==> src/knd_pkg.sv <==
// Shared types and constants for the key notation decoder.
// Used by the front parser, the job queue, the result sequencer and the top level.
package knd_pkg;

    // Notation characters
    localparam logic [7:0] CH_NUL   = 8'h00;
    localparam logic [7:0] CH_CARET = 8'h5E;
    localparam logic [7:0] CH_BSL   = 8'h5C;
    localparam logic [7:0] CH_DASH  = 8'h2D;
    localparam logic [7:0] CH_LBRK  = 8'h5B;
    localparam logic [7:0] CH_UP_M  = 8'h4D;
    localparam logic [7:0] CH_UP_C  = 8'h43;
    localparam logic [7:0] CH_UP_E  = 8'h45;
    localparam logic [7:0] CH_LO_E  = 8'h65;
    localparam logic [7:0] CH_LO_N  = 8'h6E;
    localparam logic [7:0] CH_LO_R  = 8'h72;
    localparam logic [7:0] CH_LO_T  = 8'h74;
    localparam logic [7:0] CH_OCT_0 = 8'h30;
    localparam logic [7:0] CH_OCT_7 = 8'h37;

    // Emitted byte values
    localparam logic [7:0] ESC_BYTE  = 8'h1B;
    localparam logic [7:0] CTRL_MASK = 8'h1F;
    localparam logic [7:0] LF_BYTE   = 8'h0A;
    localparam logic [7:0] CR_BYTE   = 8'h0D;
    localparam logic [7:0] TAB_BYTE  = 8'h09;

    localparam logic [1:0] OCT_MAX_DIGITS = 2'd3;
    localparam logic [7:0] CAP_RESET      = 8'hFF;

    // Result kinds
    localparam logic KIND_KEY = 1'b0;
    localparam logic KIND_SUM = 1'b1;

    // Results per input character, queue depth
    localparam int MAX_RES     = 4;
    localparam int QUEUE_DEPTH = 4;
    localparam int QPTR_W      = $clog2(QUEUE_DEPTH);

    // One accepted character's worth of results: key bytes first, then summary
    typedef struct packed {
        logic [1:0]       n_keys;
        logic             has_sum;
        logic [7:0]       sum_len;
        logic [3:0][7:0]  keys;
    } t_job;

endpackage

==> src/knd_front.sv <==
// Front parser: classifies each notation character, tracks the escape state,
// applies the capacity limit and builds one queue job. Depends on knd_pkg.
module knd_front (
    input  logic          i_clk,
    input  logic          i_rst_n,
    input  logic          i_accept,
    input  logic [7:0]    i_text_char,
    input  logic          i_cfg_we,
    input  logic [7:0]    i_capacity,
    output logic          o_push,
    output knd_pkg::t_job o_job
);
    import knd_pkg::*;

    typedef enum logic [3:0] {
        M_IDLE, M_CARET, M_BSL, M_M1, M_M2, M_MB, M_MBC, M_MBCD, M_C1, M_C2, M_OCT
    } t_mode;

    t_mode           r_mode, n_mode;
    logic [8:0]      r_oct_val, n_oct_val;
    logic [1:0]      r_oct_dig, n_oct_dig;
    logic [7:0]      r_count, n_count;
    logic [7:0]      r_cap;

    logic [3:0][7:0] keys;
    logic [1:0]      nk;
    logic            fin;
    logic            do_idle;
    logic            is_oct;
    logic [8:0]      oct_next;
    logic [1:0]      dig_next;
    logic [7:0]      room;
    logic [1:0]      n_emit;
    logic [7:0]      c;

    assign c        = i_text_char;
    assign is_oct   = (c >= CH_OCT_0) && (c <= CH_OCT_7);
    assign oct_next = {r_oct_val[5:0], c[2:0]};
    assign dig_next = r_oct_dig + 2'd1;

    // Decode one character against the pending escape state
    always_comb begin
        n_mode    = M_IDLE;
        n_oct_val = r_oct_val;
        n_oct_dig = r_oct_dig;
        keys      = '0;
        nk        = 2'd0;
        fin       = 1'b0;
        do_idle   = 1'b0;
        case (r_mode)
            M_CARET: begin
                if (c == CH_NUL) begin
                    keys[0] = CH_CARET;
                    nk      = 2'd1;
                    fin     = 1'b1;
                end else begin
                    keys[0] = c & CTRL_MASK;
                    nk      = 2'd1;
                end
            end
            M_BSL: begin
                case (c)
                    CH_NUL:   fin = 1'b1;
                    CH_LO_E, CH_UP_E: begin
                        keys[0] = ESC_BYTE;
                        nk      = 2'd1;
                    end
                    CH_UP_M:  n_mode = M_M1;
                    CH_UP_C:  n_mode = M_C1;
                    CH_LO_N: begin
                        keys[0] = LF_BYTE;
                        nk      = 2'd1;
                    end
                    CH_LO_R: begin
                        keys[0] = CR_BYTE;
                        nk      = 2'd1;
                    end
                    CH_LO_T: begin
                        keys[0] = TAB_BYTE;
                        nk      = 2'd1;
                    end
                    default: begin
                        if (is_oct) begin
                            n_oct_val = {6'd0, c[2:0]};
                            n_oct_dig = 2'd1;
                            n_mode    = M_OCT;
                        end else begin
                            // backslash, '[' and any other character pass as literals
                            keys[0] = c;
                            nk      = 2'd1;
                        end
                    end
                endcase
            end
            M_M1: begin
                if (c == CH_DASH) begin
                    n_mode = M_M2;
                end else begin
                    keys[0] = CH_UP_M;
                    nk      = 2'd1;
                    do_idle = 1'b1;
                end
            end
            M_M2: begin
                if (c == CH_NUL) begin
                    keys[0] = CH_UP_M;
                    keys[1] = CH_DASH;
                    nk      = 2'd2;
                    fin     = 1'b1;
                end else if (c == CH_BSL) begin
                    keys[0] = ESC_BYTE;
                    nk      = 2'd1;
                    n_mode  = M_MB;
                end else begin
                    keys[0] = ESC_BYTE;
                    keys[1] = c;
                    nk      = 2'd2;
                end
            end
            M_MB: begin
                if (c == CH_UP_C) begin
                    n_mode = M_MBC;
                end else begin
                    keys[0] = CH_BSL;
                    nk      = 2'd1;
                    do_idle = 1'b1;
                end
            end
            M_MBC: begin
                if (c == CH_DASH) begin
                    n_mode = M_MBCD;
                end else begin
                    keys[0] = CH_BSL;
                    keys[1] = CH_UP_C;
                    nk      = 2'd2;
                    do_idle = 1'b1;
                end
            end
            M_MBCD: begin
                if (c == CH_NUL) begin
                    keys[0] = CH_BSL;
                    keys[1] = CH_UP_C;
                    keys[2] = CH_DASH;
                    nk      = 2'd3;
                    fin     = 1'b1;
                end else begin
                    keys[0] = c & CTRL_MASK;
                    nk      = 2'd1;
                end
            end
            M_C1: begin
                if (c == CH_DASH) begin
                    n_mode = M_C2;
                end else begin
                    keys[0] = CH_UP_C;
                    nk      = 2'd1;
                    do_idle = 1'b1;
                end
            end
            M_C2: begin
                if (c == CH_NUL) begin
                    keys[0] = CH_UP_C;
                    keys[1] = CH_DASH;
                    nk      = 2'd2;
                    fin     = 1'b1;
                end else begin
                    keys[0] = c & CTRL_MASK;
                    nk      = 2'd1;
                end
            end
            M_OCT: begin
                if (is_oct) begin
                    if (dig_next >= OCT_MAX_DIGITS) begin
                        keys[0]   = oct_next[7:0];
                        nk        = 2'd1;
                        n_oct_val = '0;
                        n_oct_dig = '0;
                    end else begin
                        n_oct_val = oct_next;
                        n_oct_dig = dig_next;
                        n_mode    = M_OCT;
                    end
                end else begin
                    keys[0]   = r_oct_val[7:0];
                    nk        = 2'd1;
                    n_oct_val = '0;
                    n_oct_dig = '0;
                    do_idle   = 1'b1;
                end
            end
            default: do_idle = 1'b1;
        endcase

        // Decode the character from idle, in idle mode or after a failed lookahead
        if (do_idle) begin
            if (c == CH_NUL) begin
                fin = 1'b1;
            end else if (c == CH_CARET) begin
                n_mode = M_CARET;
            end else if (c == CH_BSL) begin
                n_mode = M_BSL;
            end else begin
                keys[nk] = c;
                nk       = nk + 2'd1;
            end
        end

        // End of string resets the octal accumulator
        if (fin) begin
            n_oct_val = '0;
            n_oct_dig = '0;
        end
    end

    // Limit key bytes to the room left under capacity
    assign room   = (r_count < r_cap) ? (r_cap - r_count) : 8'd0;
    assign n_emit = ({6'd0, nk} > room) ? room[1:0] : nk;
    assign n_count = fin ? 8'd0 : (r_count + {6'd0, n_emit});

    // Build the job; only jobs with at least one result are queued
    always_comb begin
        o_job         = '0;
        o_job.n_keys  = n_emit;
        o_job.has_sum = fin;
        o_job.sum_len = r_count + {6'd0, n_emit};
        o_job.keys    = keys;
    end
    assign o_push = i_accept && ((n_emit != 2'd0) || fin);

    // Hold parse state and capacity
    always_ff @(posedge i_clk) begin
        if (!i_rst_n) begin
            r_mode    <= M_IDLE;
            r_oct_val <= '0;
            r_oct_dig <= '0;
            r_count   <= '0;
            r_cap     <= CAP_RESET;
        end else begin
            if (i_accept) begin
                r_mode    <= n_mode;
                r_oct_val <= n_oct_val;
                r_oct_dig <= n_oct_dig;
                r_count   <= n_count;
            end
            if (i_cfg_we) begin
                r_cap <= i_capacity;
            end
        end
    end

endmodule

==> src/knd_queue.sv <==
// Short job queue between the front parser and the result sequencer.
// Depends on knd_pkg for the job type and depth.
module knd_queue (
    input  logic          i_clk,
    input  logic          i_rst_n,
    input  logic          i_push,
    input  knd_pkg::t_job i_job,
    output logic          o_full,
    input  logic          i_pop,
    output logic          o_head_valid,
    output knd_pkg::t_job o_head
);
    import knd_pkg::*;

    t_job              r_mem [QUEUE_DEPTH];
    logic [QPTR_W-1:0] r_wr_ptr;
    logic [QPTR_W-1:0] r_rd_ptr;
    logic [QPTR_W:0]   r_count;

    assign o_full       = (r_count == (QPTR_W+1)'(QUEUE_DEPTH));
    assign o_head_valid = (r_count != '0);
    assign o_head       = r_mem[r_rd_ptr];

    // Store pushed jobs
    always_ff @(posedge i_clk) begin
        if (i_push) begin
            r_mem[r_wr_ptr] <= i_job;
        end
    end

    // Advance pointers and occupancy
    always_ff @(posedge i_clk) begin
        if (!i_rst_n) begin
            r_wr_ptr <= '0;
            r_rd_ptr <= '0;
            r_count  <= '0;
        end else begin
            if (i_push) begin
                r_wr_ptr <= r_wr_ptr + QPTR_W'(1);
            end
            if (i_pop) begin
                r_rd_ptr <= r_rd_ptr + QPTR_W'(1);
            end
            case ({i_push, i_pop})
                2'b10:   r_count <= r_count + (QPTR_W+1)'(1);
                2'b01:   r_count <= r_count - (QPTR_W+1)'(1);
                default: r_count <= r_count;
            endcase
        end
    end

    a_no_overflow: assert property (@(posedge i_clk) disable iff (!i_rst_n)
        !(i_push && o_full))
        else $error("job pushed into a full queue");

    a_no_underflow: assert property (@(posedge i_clk) disable iff (!i_rst_n)
        !(i_pop && !o_head_valid))
        else $error("job popped from an empty queue");

    a_count_bound: assert property (@(posedge i_clk) disable iff (!i_rst_n)
        r_count <= (QPTR_W+1)'(QUEUE_DEPTH))
        else $error("queue occupancy out of range");

endmodule

==> src/knd_back.sv <==
// Result sequencer: walks the head job into the output register one result per cycle
// unless the output stalls, and marks the last result of each character. Depends on knd_pkg.
module knd_back (
    input  logic          i_clk,
    input  logic          i_rst_n,
    input  logic          i_head_valid,
    input  knd_pkg::t_job i_head,
    output logic          o_pop,
    output logic          o_valid,
    input  logic          i_ready,
    output logic          o_kind,
    output logic [7:0]    o_key_byte,
    output logic [7:0]    o_seq_length,
    output logic          o_last_of_run
);
    import knd_pkg::*;

    logic       r_valid;
    logic       r_kind;
    logic [7:0] r_key;
    logic [7:0] r_len;
    logic       r_last;
    logic [1:0] r_idx;

    logic       load;
    logic       is_key;
    logic       last;
    logic [2:0] total;

    assign total  = {1'b0, i_head.n_keys} + {2'b0, i_head.has_sum};
    assign is_key = (r_idx < i_head.n_keys);
    assign last   = (({1'b0, r_idx} + 3'd1) == total);
    assign load   = i_head_valid && (!r_valid || i_ready);
    assign o_pop  = load && last;

    // Load the next result when the output register is free or being taken
    always_ff @(posedge i_clk) begin
        if (!i_rst_n) begin
            r_valid <= 1'b0;
            r_idx   <= '0;
        end else begin
            if (load) begin
                r_valid <= 1'b1;
                r_idx   <= last ? 2'd0 : (r_idx + 2'd1);
            end else if (i_ready) begin
                r_valid <= 1'b0;
            end
        end
    end

    // Output payload
    always_ff @(posedge i_clk) begin
        if (load) begin
            r_kind <= is_key ? KIND_KEY : KIND_SUM;
            r_key  <= is_key ? i_head.keys[r_idx] : 8'd0;
            r_len  <= is_key ? 8'd0 : i_head.sum_len;
            r_last <= last;
        end
    end

    assign o_valid       = r_valid;
    assign o_kind        = r_kind;
    assign o_key_byte    = r_key;
    assign o_seq_length  = r_len;
    assign o_last_of_run = r_last;

    a_mid_job_head: assert property (@(posedge i_clk) disable iff (!i_rst_n)
        (r_idx != 2'd0) |-> i_head_valid)
        else $error("job left the queue before all results were sent");

    a_load_shows: assert property (@(posedge i_clk) disable iff (!i_rst_n)
        load |=> r_valid)
        else $error("loaded result not presented");

    a_idx_in_job: assert property (@(posedge i_clk) disable iff (!i_rst_n)
        i_head_valid |-> ({1'b0, r_idx} < total))
        else $error("result index beyond job length");

endmodule

==> src/key_notation_decoder.sv <==
// Top level of the key notation decoder: front parser, job queue, result sequencer.
// Depends on knd_pkg, knd_front, knd_queue and knd_back.
//
//  channel   | valid        | ready        | payload
//  ----------+--------------+--------------+---------------------------------------
//  input     | i_valid      | o_ready      | i_text_char
//  result    | o_valid      | i_ready      | o_kind o_key_byte o_seq_length o_last_of_run
//  config    | i_cfg_valid  | o_cfg_ready  | i_capacity
//
// One character is taken per cycle while the four-entry job queue has room.
// Each character yields zero to four results; the sequencer sends one per cycle while
// the output is not stalled, so a character's results hold the output side one after another.
// An accepted character's results are registered in the job queue and then in the output register.
// Synchronous active-low reset clears parse state, queue and output; capacity goes to 255.
// A stalled output fills the queue, after which o_ready drops.
module key_notation_decoder (
    input  logic       i_clk,
    input  logic       i_rst_n,
    input  logic       i_valid,
    output logic       o_ready,
    input  logic [7:0] i_text_char,
    output logic       o_valid,
    input  logic       i_ready,
    output logic       o_kind,
    output logic [7:0] o_key_byte,
    output logic [7:0] o_seq_length,
    output logic       o_last_of_run,
    input  logic       i_cfg_valid,
    output logic       o_cfg_ready,
    input  logic [7:0] i_capacity
);
    import knd_pkg::*;

    logic q_full;
    logic push;
    logic pop;
    logic head_valid;
    t_job job;
    t_job head;

    assign o_ready     = !q_full;
    assign o_cfg_ready = 1'b1;

    knd_front u_front (
        .i_clk       (i_clk),
        .i_rst_n     (i_rst_n),
        .i_accept    (i_valid && o_ready),
        .i_text_char (i_text_char),
        .i_cfg_we    (i_cfg_valid && o_cfg_ready),
        .i_capacity  (i_capacity),
        .o_push      (push),
        .o_job       (job)
    );

    knd_queue u_queue (
        .i_clk        (i_clk),
        .i_rst_n      (i_rst_n),
        .i_push       (push),
        .i_job        (job),
        .o_full       (q_full),
        .i_pop        (pop),
        .o_head_valid (head_valid),
        .o_head       (head)
    );

    knd_back u_back (
        .i_clk         (i_clk),
        .i_rst_n       (i_rst_n),
        .i_head_valid  (head_valid),
        .i_head        (head),
        .o_pop         (pop),
        .o_valid       (o_valid),
        .i_ready       (i_ready),
        .o_kind        (o_kind),
        .o_key_byte    (o_key_byte),
        .o_seq_length  (o_seq_length),
        .o_last_of_run (o_last_of_run)
    );

endmodule
==> config.mk <==
export PLATFORM = sky130hd
export DESIGN_NAME = key_notation_decoder
export DESIGN_NICKNAME = d
export VERILOG_FILES = /design/src/knd_pkg.sv /design/src/knd_front.sv /design/src/knd_queue.sv /design/src/knd_back.sv /design/src/key_notation_decoder.sv
export SDC_FILE = /design/constraint.sdc
export NUM_CORES = 1
export LEC_CHECK = 0
export BUFFER_PORTS_ARGS = -buffer_cell sky130_fd_sc_hd__buf_4
export CAP_MARGIN = 10
export CORE_UTILIZATION = 55
export DETAILED_ROUTE_END_ITERATION = 8
export GPL_ROUTABILITY_DRIVEN = 0
export PLACE_DENSITY = 0.72
export SYNTH_ARGS = -nofsm -noshare
export SYNTH_HDL_FRONTEND = slang
export SYNTH_HIERARCHICAL = 1
export SYNTH_SLANG_ARGS = --single-unit
==> constraint.sdc <==
create_clock -name i_clk -period 14.4 [get_ports i_clk]
set_clock_uncertainty 0.05 [all_clocks]
set_input_delay 1.44 -clock i_clk [delete_from_list [all_inputs] [get_ports i_clk]]
set_output_delay 1.44 -clock i_clk [all_outputs]
set_load 0.05 [all_outputs]
After elaboration in Yosys (flattened, before gate mapping)
Memory sizes are Yosys's and may differ from the RTL's. A register that Yosys moved wholly into a read port is not among the register bits.
Index checks and enable logic that the tools add are counted.

operators by class
  bitwise operators = 0
  add/subtract/negate cells = 11
  reductions and logical operators = 25
  mux-type cells = 90
  multipliers = 0
  div/mod/pow operators = 0
  $lt $le $gt $ge = 9
  shift operators = 0
  equal/unequal tests = 26

operators with widths
  kind                  count
  $mux W32              4
  $mux W8               13
  $pmux W8 S10          1
  $eq A8 B7 Y1 const B  9
  $mux W7               6
  $pmux W8 S5           1
  $mux W2               18
  $mux W4               9
  $bwmux W32            1
  $pmux W8 S4           1
  $pmux W4 S7           1
  $pmux W2 S9           1
  $mux W1               17
  $bmux W8 S2           1
  $demux W8 S2          1
  $eq A4 B3 Y1 const B  4
  $mux W16              1
  $pmux W8 S2           1
  $mux W15              1
  $mux W14              1
  $eq A4 B4 Y1 const B  3
  $mux W3               4
  $mux W6               2
  $pmux W4 S3           1
  other kinds (39)      59

storage, ports and cells
  bits in read-only memories = 0
  output and inout bits = 21
  logic and storage cells = 176
  RAM bits = 172
  memories = 1
  bits in registers = 58
  latch bits = 0
  input bits = 21

memories
  memory         words  bits a word  rd ports  clocked after Yosys merged registers in  wr ports  RTL line         text
  u_queue.r_mem  4      43           1         1                                        1         knd_queue.sv:15  t_job r_mem [QUEUE_DEPTH];

Logic depth before layout (Yosys ltp)
Gate-level depths: netlist of the first run.

  word-level depth = 17
  depth in mapped cells = 23
  depth with buffers taken out = 23

By module
Netlist of the first run, hierarchy kept.

modules (own cells, without submodules)
  module                seq. area each (µm²)  area each (µm²)  instances  cells each
  knd_queue             5,345.1               6,702.7          1          267
  knd_front             600.6                 3,433.3          1          479
  knd_back              600.6                 1,092.3          1          71
  key_notation_decoder  0.0                   21.3             1          4

Worst setup path before layout of the first run
OpenSTA, ideal clock, no wires.

  kind = in2reg
  start point = input i_text_char[5]
  end point = memory u_queue/r_mem[0][0] (netlist bit), enable pin
  path buffers = 2
  slack = 8,597 ps
  setup time = 405 ps
  arrival time = 5,349 ps
  required time = 13,945 ps
  stages on the path = 17
  cells stage by stage = buf_2 -> nor3_1 -> nand3_1 -> buf_2 -> nand2_1 -> o2111ai_1 -> o21ai_1 -> inv_1 -> ha_1 -> mux2i_4 -> inv_1 -> ha_1 -> a21oi_1 -> a21oi_1 -> nand2_1 -> a41oi_2 -> and2_1

on the way
  cells in the longest elaborated chain, start to end = 17
  elaborated cells between the ends (all ways) = 47
  classes of those cells = 1 x add/sub; 3 x order compare; 10 x eq/ne; 26 x mux; 7 x reduce/logical

RTL lines
  item                                                 RTL line                           text
  start: declaration                                   key_notation_decoder.sv:21         input logic [7:0] i_text_char,
  $ge A8 B6 Y1 / $le A8 B6 Y1 (equally long branches)  knd_front.sv:37                    assign is_oct = (c >= CH_OCT_0) && (c <= CH_OCT_7);
  $logic_and A1 B1 Y1                                  knd_front.sv:37
  $mux W1                                              knd_front.sv:83, knd_front.sv:172
  $pmux W2 S2                                          knd_front.sv:62                    case (c)
  $pmux W2 S9                                          knd_front.sv:50                    case (r_mode)
  $add A2 B1 Y2                                        knd_front.sv:204                   nk = nk + 2'd1;
  $mux W2                                              knd_front.sv:200                   end else if (c == CH_BSL) begin
  $mux W2                                              knd_front.sv:198                   end else if (c == CH_CARET) begin
  [... 2 more ...]                                     n/a
  $gt A2 B8 Y1                                         knd_front.sv:217                   assign n_emit = ({6'd0, nk} > room) ? room[1:0] : nk;
  $mux W2                                              knd_front.sv:217
  $reduce_bool A2 Y1                                   knd_front.sv:228                   assign o_push = i_accept && ((n_emit != 2'd0) || fin);
  $logic_or A1 B1 Y1 *                                 knd_front.sv:228
  $logic_and A1 B1 Y1 *                                knd_front.sv:228
  named net push                                       key_notation_decoder.sv:35         logic push;
  $mux W1 *                                            knd_queue.sv:26                    if (i_push) begin
  $mux W1 (not written as such) *                      knd_queue.sv:27                    r_mem[r_wr_ptr] <= i_job;
  end: declaration                                     knd_queue.sv:15

Mark *: on every way through the listed nets, which the timed path passes. The rest lies on a longest branch.

==> results of run 1 <==
-- cell usage after synthesis, types with 4 or more instances --
cell type	count	area, um^2
o21a_1	5	37.5
mux2i_1	12	120
o22ai_1	8	50.1
nand3_1	19	95.1
dfxtp_1	42	841
nor3_1	15	75.1
buf_1	4	15.0
o211ai_1	4	30.0
a22oi_1	5	37.5
mux4_2	47	1060
buf_2	19	95.1
o21ai_0	20	100
a31o_1	4	35.0
nor2b_1	22	138
or3_1	5	31.3
buf_12	4	80.1
a31oi_1	7	43.8
nand4_1	7	43.8
nand2b_1	9	56.3
a41oi_1	4	35.0
inv_1	32	120
buf_6	4	45.0
nand2_1	62	233
a21boi_0	18	135
nor2_1	38	143
a21oi_1	32	160
a21o_1	4	30.0
clkbuf_1	12	45.0
mux4_1	4	105
xor2_1	6	52.6
nand3b_1	4	30.0
ha_1	25	313
and3_1	8	50.1
o2bb2ai_1	5	43.8
xnor2_1	9	78.8
edfxtp_1	190	5710
and2_1	28	175
-- worst max-delay path, delay by kind of cell --
family	cells	cell delay, ns
muxes	2	0.67
AOI/OAI and AO/OA	6	1.00
and+or+nand+nor	6	1.53
buffers and inverters	4	0.95
adders and majority gates	3	0.80
xor gates and xnor gates	1	0.20
-- state kept, by name, indices dropped and copies added, names as in the netlist, named ones only --
signal / flops
u_front/r_cap: 8
u_front/r_oct_dig: 2
u_back/o_valid: 1
u_front/r_count: 8
u_front/r_oct_val: 8
u_back/o_key_byte: 8
u_queue/r_mem: 172
u_back/o_last_of_run: 1
u_front/r_mode: 4
u_back/o_kind: 1
u_queue/r_wr_ptr: 2
u_queue/r_count: 3
u_back/r_idx: 2
u_back/o_seq_length: 8
u_queue/r_rd_ptr: 2
-- cells by family after synthesis --
kind of cell	synth area share
xor+xnor	0.0146
buf+inv	0.0379
simple gates	0.114
mux	0.117
other cells	0.000333
fa+ha+maj	0.0331
flops	0.582
compound gates	0.101
-- area by class of cell --
type	count	area, um^2	share of cell area
clock buffer	30	644	0.0520
clock inverter	14	100	0.00807
inverter	33	124	0.00999
multi-input combinational	510	4280	0.345
sequential	232	6550	0.528
tap	265	332	0.0267
timing repair buffer	49	368	0.0297
-- stage by stage --
step                      hold WS (ns)  cell area (um^2)  power [uW]   util
after floorplan                  0.390             11200        1390      -
after global placement           0.402             11700        1510  0.589
after detailed placement         0.419             11700        1530  0.589
after CTS                        0.427             12400        2120  0.627
after global routing             0.449             12400        2190  0.627
final                            0.426             12400        2100  0.627
-- metal layers --
metal	wire length [um]	vias to the layer above	GRT usage
li1	-	3202	-
met5	0	-	0
met1	10100	3561	0.314
met2	11900	363	0.393
met4	652	0	0.0734
met3	1800	72	0.0336
-- worst paths after layout --
path                                          start                           endpoint  slack (ns)  depth (start not counted)
setup / recovery                     i_text_char[3]    u_front/r_count[7]$_SDFFE_PN0P_        8.15                         22
hold reg to reg   u_front/r_oct_val[5]$_SDFFE_PN0P_  u_front/r_oct_val[5]$_SDFFE_PN0P_        0.43                          2
hold / removal    u_front/r_oct_val[5]$_SDFFE_PN0P_  u_front/r_oct_val[5]$_SDFFE_PN0P_        0.43                          2
setup reg to reg     u_front/r_mode[2]$_SDFFE_PN0P_    u_front/r_count[7]$_SDFFE_PN0P_        8.80                         20
-- report_power, final --
group / internal (uW) / switching, uW
combinational: 245 / 365
clock: 335 / 244
sequential: 865 / 44.0
total: 1450 / 653
==> out/qor.yml, run 1 <==
setup_viol: 0
syn_area_um2: 11200
cts_hold_buf: 0
clock_latency_ns: 0.51
grt.total_usage: 0.233
drt_iter0_drc: 844
yosys_warnings: 6
postRouteAntennaNets: 0
synthCells: 821
io-pin-count: 42
slew_headroom: 0.247
n_antenna_cell: 0
clkSlewWorstSetupHoldPaths_ns: 0.06
final_common_cell: "edfxtp_1"
drcViolationCount: 0
crit_arrival_ns: 6.62
drt-total-wl_um: 24500
status: "complete, no violations"
die-area_um2: 21000
fillers: 1459
synth_seq_cells: 232
grt_pass1_vias: 7009
synth_edf_count: 190
peakVddDrop_v: 0.000117
synth_flop_cell: "edfxtp_1"
drive_above_1_share: 0.187
firstDrtPassIters: 6
finalHoldViolCount: 0
crit_slowest_cell: "mux2i_1"
critPathLaunchType: "input pin"
slew_viol_final: 0
grt_max_degree: 44
grt.overflow.total: 0
io_buffers: 40
synth_cell_type_count: 88
post-route-min-period_ns: 6.25
die_w_um: 145
cts_tree: "done"
die_h_um: 145
fin_nets: 899
critical_path_class: "in -> reg"
tightest_slew_ns: 1.13
power_density_nw_per_um2: 169
fmax_mhz: 160
min_path_type: "reg -> reg"
pre_cts_ws_ns: 7.79
async_flop_share: 0
drv_cap: 0
finalCritPeriodShare: 0.434
rsz0062_at_grt: "no"
crit_chain: "buf_4, nor3_1, nand3_1, buf_4, inv_1, o2111a_1, o31a_2, ha_1, mux2i_4, inv_1, ha_1, a21oi_1, a21oi_1, nand2_1, mux2i_1, ha_1, a21oi_1, nor4_1, and3_1, xnor2_1, nand3_1, a21boi_0"
via_per_inst: 6.35
worst_setup_path_end_kind: "flip-flop"
area_growth_pct: 10.2
initial_utilization: 0.569
grt_antenna_before_repair: 0
setup_tns_ns: 0
dpl.cell_count: 1089
crit_required_ns: 14.77
syn_avg_cell_area_um2: 13.7
wl_per_cell_um: 21.6
cts_sinks: 232
cts_resized: 0
rows: 51
cts-buffers-inserted: 24
mostFrequentLayoutCells: "edfxtp_1 (190), nand2_1 (62), buf_4 (49)"
h-tree-depth: 1
setup_ws_ns: 8.15
cts_root_buf: "clkbuf_16"
postCtsSetupRepairBufs: 0
max_stage_delay_ns: 0.50
crit_path_max_fanout: 20
stdcell_count: 1133
p_leak_uw: 0.00427
num_vias: 7198
grt_pass1_wl_um: 38500
dp_hpwl_um: 16100
synth_nets: 870
core_um2: 19800
max-clock-path-buffers: 3
ys_seq_area_frac: 0.582
Note: power is estimated with default switching activity, not from simulation.
==> inputs of run 2 (changes only) <==
==> constraint.sdc (replaced) <==
create_clock -name i_clk -period 5.8 [get_ports i_clk]
set_clock_uncertainty 0.05 [all_clocks]
set_input_delay 0.58 -clock i_clk [delete_from_list [all_inputs] [get_ports i_clk]]
set_output_delay 0.58 -clock i_clk [all_outputs]
set_load 0.05 [all_outputs]
==> run 2 against run 1 <==
  * Sequential share of layout area down 0.55 points
  * Largest power group unchanged
  * Clock-buffer cell count up 4
  * First-iteration DRC count down 17%
==> out/qor.yml, run 2 (synthesized netlist as in run 1, its figures left out) <==
status: "complete, no violations"
r2r_slack_ns: 0.48
sw_frac_of_total: 0.310
wl_per_cell_um: 21.5
io_buffers: 40
drt-total-wl_um: 24500
worst_r2r_endpoint: "u_front/r_count[6]$_SDFFE_PN0P_"
clock_latency_ns: 0.52
die_w_um: 145
crit_arrival_ns: 5.69
power_density_nw_per_um2: 420
slew_headroom: 0.271
drcViolationCount: 0
clkSlewWorstSetupHoldPaths_ns: 0.06
finalCritPeriodShare: 0.917
fillers: 1442
r2r-start: "u_front/r_mode[0]$_SDFFE_PN0P_"
clockPowerShare: 0.283
crit_required_ns: 6.18
critical-path-top-delay-family: "compound AO/OA/AOI/OAI gates"
setup_tns_ns: 0
largest_register_ffs: 172
fmax_mhz: 188
via_per_inst: 6.28
power_frac_seq: 0.433
max-clock-path-buffers: 3
r2r_cells: 20
finalHoldViolCount: 0
die_h_um: 145
critical_path_class: "reg -> reg"
crit_path_max_fanout: 20
peakVddDrop_v: 0.000217
slew_viol_final: 0
n_antenna_cell: 0
postRouteAntennaNets: 0
post-route-min-period_ns: 5.32
max_stage_delay_ns: 0.75
grt_antenna_before_repair: 0
cts-buffers-inserted: 24
worst_setup_path_end_kind: "flip-flop"
drive_above_1_share: 0.195
critPathLaunchType: "flip-flop"
firstDrtPassIters: 6
die-area_um2: 21000
min_path_cells: 3
num_vias: 7171
initial_utilization: 0.569
p_leak_uw: 0.00433
mostFrequentLayoutCells: "edfxtp_1 (190), nand2_1 (62), buf_4 (55)"
core_um2: 19800
crit_slowest_cell: "dfxtp_1"
top_register: "u_queue/r_mem"
io-pin-count: 42
grt.total_usage: 0.238
switching_power_uw: 1630
grt_max_degree: 44
grt_pass1_vias: 7138
internal_power_uw: 3630
power_uw: 5260
cts_root_buf: "clkbuf_16"
grt.overflow.total: 0
cts_sinks: 232
tightest_slew_ns: 1.09
hp-start: "i_capacity[3]"
cpMostUsedCell: "ha_1"
rows: 51
final_common_cell: "edfxtp_1"
setup_viol: 0
rsz0062_at_grt: "no"
h-tree-depth: 1
area_growth_pct: 11.4
hold-path-endpoint: "u_front/r_cap[3]$_SDFFE_PN1P_"
crit_chain: "nand2b_1, nor3_1, o21ai_1, o2111a_1, o31a_2, ha_1, mux2i_4, inv_1, ha_1, a21oi_1, a21oi_1, nand2_1, mux2i_1, ha_1, fa_1, nand3_1, nor3_1, xnor2_1, nand3_1, a21boi_0"
drt_iter0_drc: 698
dp_hpwl_um: 16500
min_path_type: "in -> reg"
grt_pass1_wl_um: 39400
fin_nets: 908
cts_hold_buf: 0
cts_tree: "done"
cp_num_buf_inv: 1
p_comb_frac: 0.284
drv_cap: 0
## run 2: cell types whose count changed in the layout (fill, tap and decap cells not counted), sizes merged
cell and delta:
clkinvlp -1, clkinv -3, clkbuf +4, buf +9
## run 2: power groups by stage
stage,Sequential [uW],Clock [uW],Combinational (uW)
after floorplan,2490,0,964
after global placement,2300,0,1460
after detailed placement,2320,0,1500
after CTS,2290,1500,1510
after global routing,2310,1570,1610
final,2280,1490,1490
## run 2: stage by stage
stage	util	hold WS (ns)	instance area, um^2	setup slack [ns]	std cells
after CTS	0.633	0.223	12500	0.546	1142
after detailed placement	0.594	0.410	11800	0.360	1098
after floorplan	-	0.390	11200	0.857	821
after global placement	0.594	0.403	11800	0.631	1098
after global routing	0.634	0.241	12500	0.0387	1142
final	0.634	0.233	12500	0.484	1142
## run 2: layout make-up
cell class | instances | area (um^2) | area share
Sequential cell | 232 | 6550 | 0.523
Tap cell | 265 | 332 | 0.0265
Clock buffer | 34 | 681 | 0.0543
Inverter | 33 | 124 | 0.00988
Timing Repair Buffer | 58 | 473 | 0.0377
Clock inverter | 10 | 91.3 | 0.00729
Multi-Input combinational cell | 510 | 4280 | 0.342
## run 2: repair_timing
| item | in CTS | in global routing |
|---|---|---|
| gates resized for setup | 0 | 1 |
| endpoints found under the setup margin | 0 | 1 |
| buffers inserted | 0 | 0 |
## run 2: how the worst max path moves through the flow
| stage | startpoint | endpoint | slack (ns) | cells past startpoint |
|---|---|---|---|---|
| finish | u_front/r_mode[0]$_SDFFE_PN0P_ | u_front/r_count[6]$_SDFFE_PN0P_ | 0.48 | 20 |
| global route | u_front/r_mode[0]$_SDFFE_PN0P_ | u_front/r_count[6]$_SDFFE_PN0P_ | 0.04 | 20 |
| CTS | u_front/r_mode[1]$_SDFFE_PN0P_ | u_front/r_count[6]$_SDFFE_PN0P_ | 0.55 | 20 |
| detailed placement | i_text_char[3] | u_front/r_count[6]$_SDFFE_PN0P_ | 0.36 | 22 |
| global placement | i_text_char[3] | u_front/r_count[6]$_SDFFE_PN0P_ | 0.63 | 22 |
| floorplan | i_text_char[5] | u_queue/r_mem[0][0]$_DFFE_PP_ | 0.86 | 17 |
## run 2: metal layers
layer / global-route usage / vias to the layer above / part of all wire
li1: - / 3230 / -
met1: 0.332 / 3522 / 0.42
met2: 0.387 / 358 / 0.48
met3: 0.0371 / 61 / 0.079
met4: 0.0755 / 0 / 0.025
met5: 0 / - / 0
## run 2: tightest hold or removal path: cells and delay by family
family / cells / cell delay, ns
mux: 1 / 0.05
simple gates: 1 / 0.05
buf+inv: 1 / 0.07
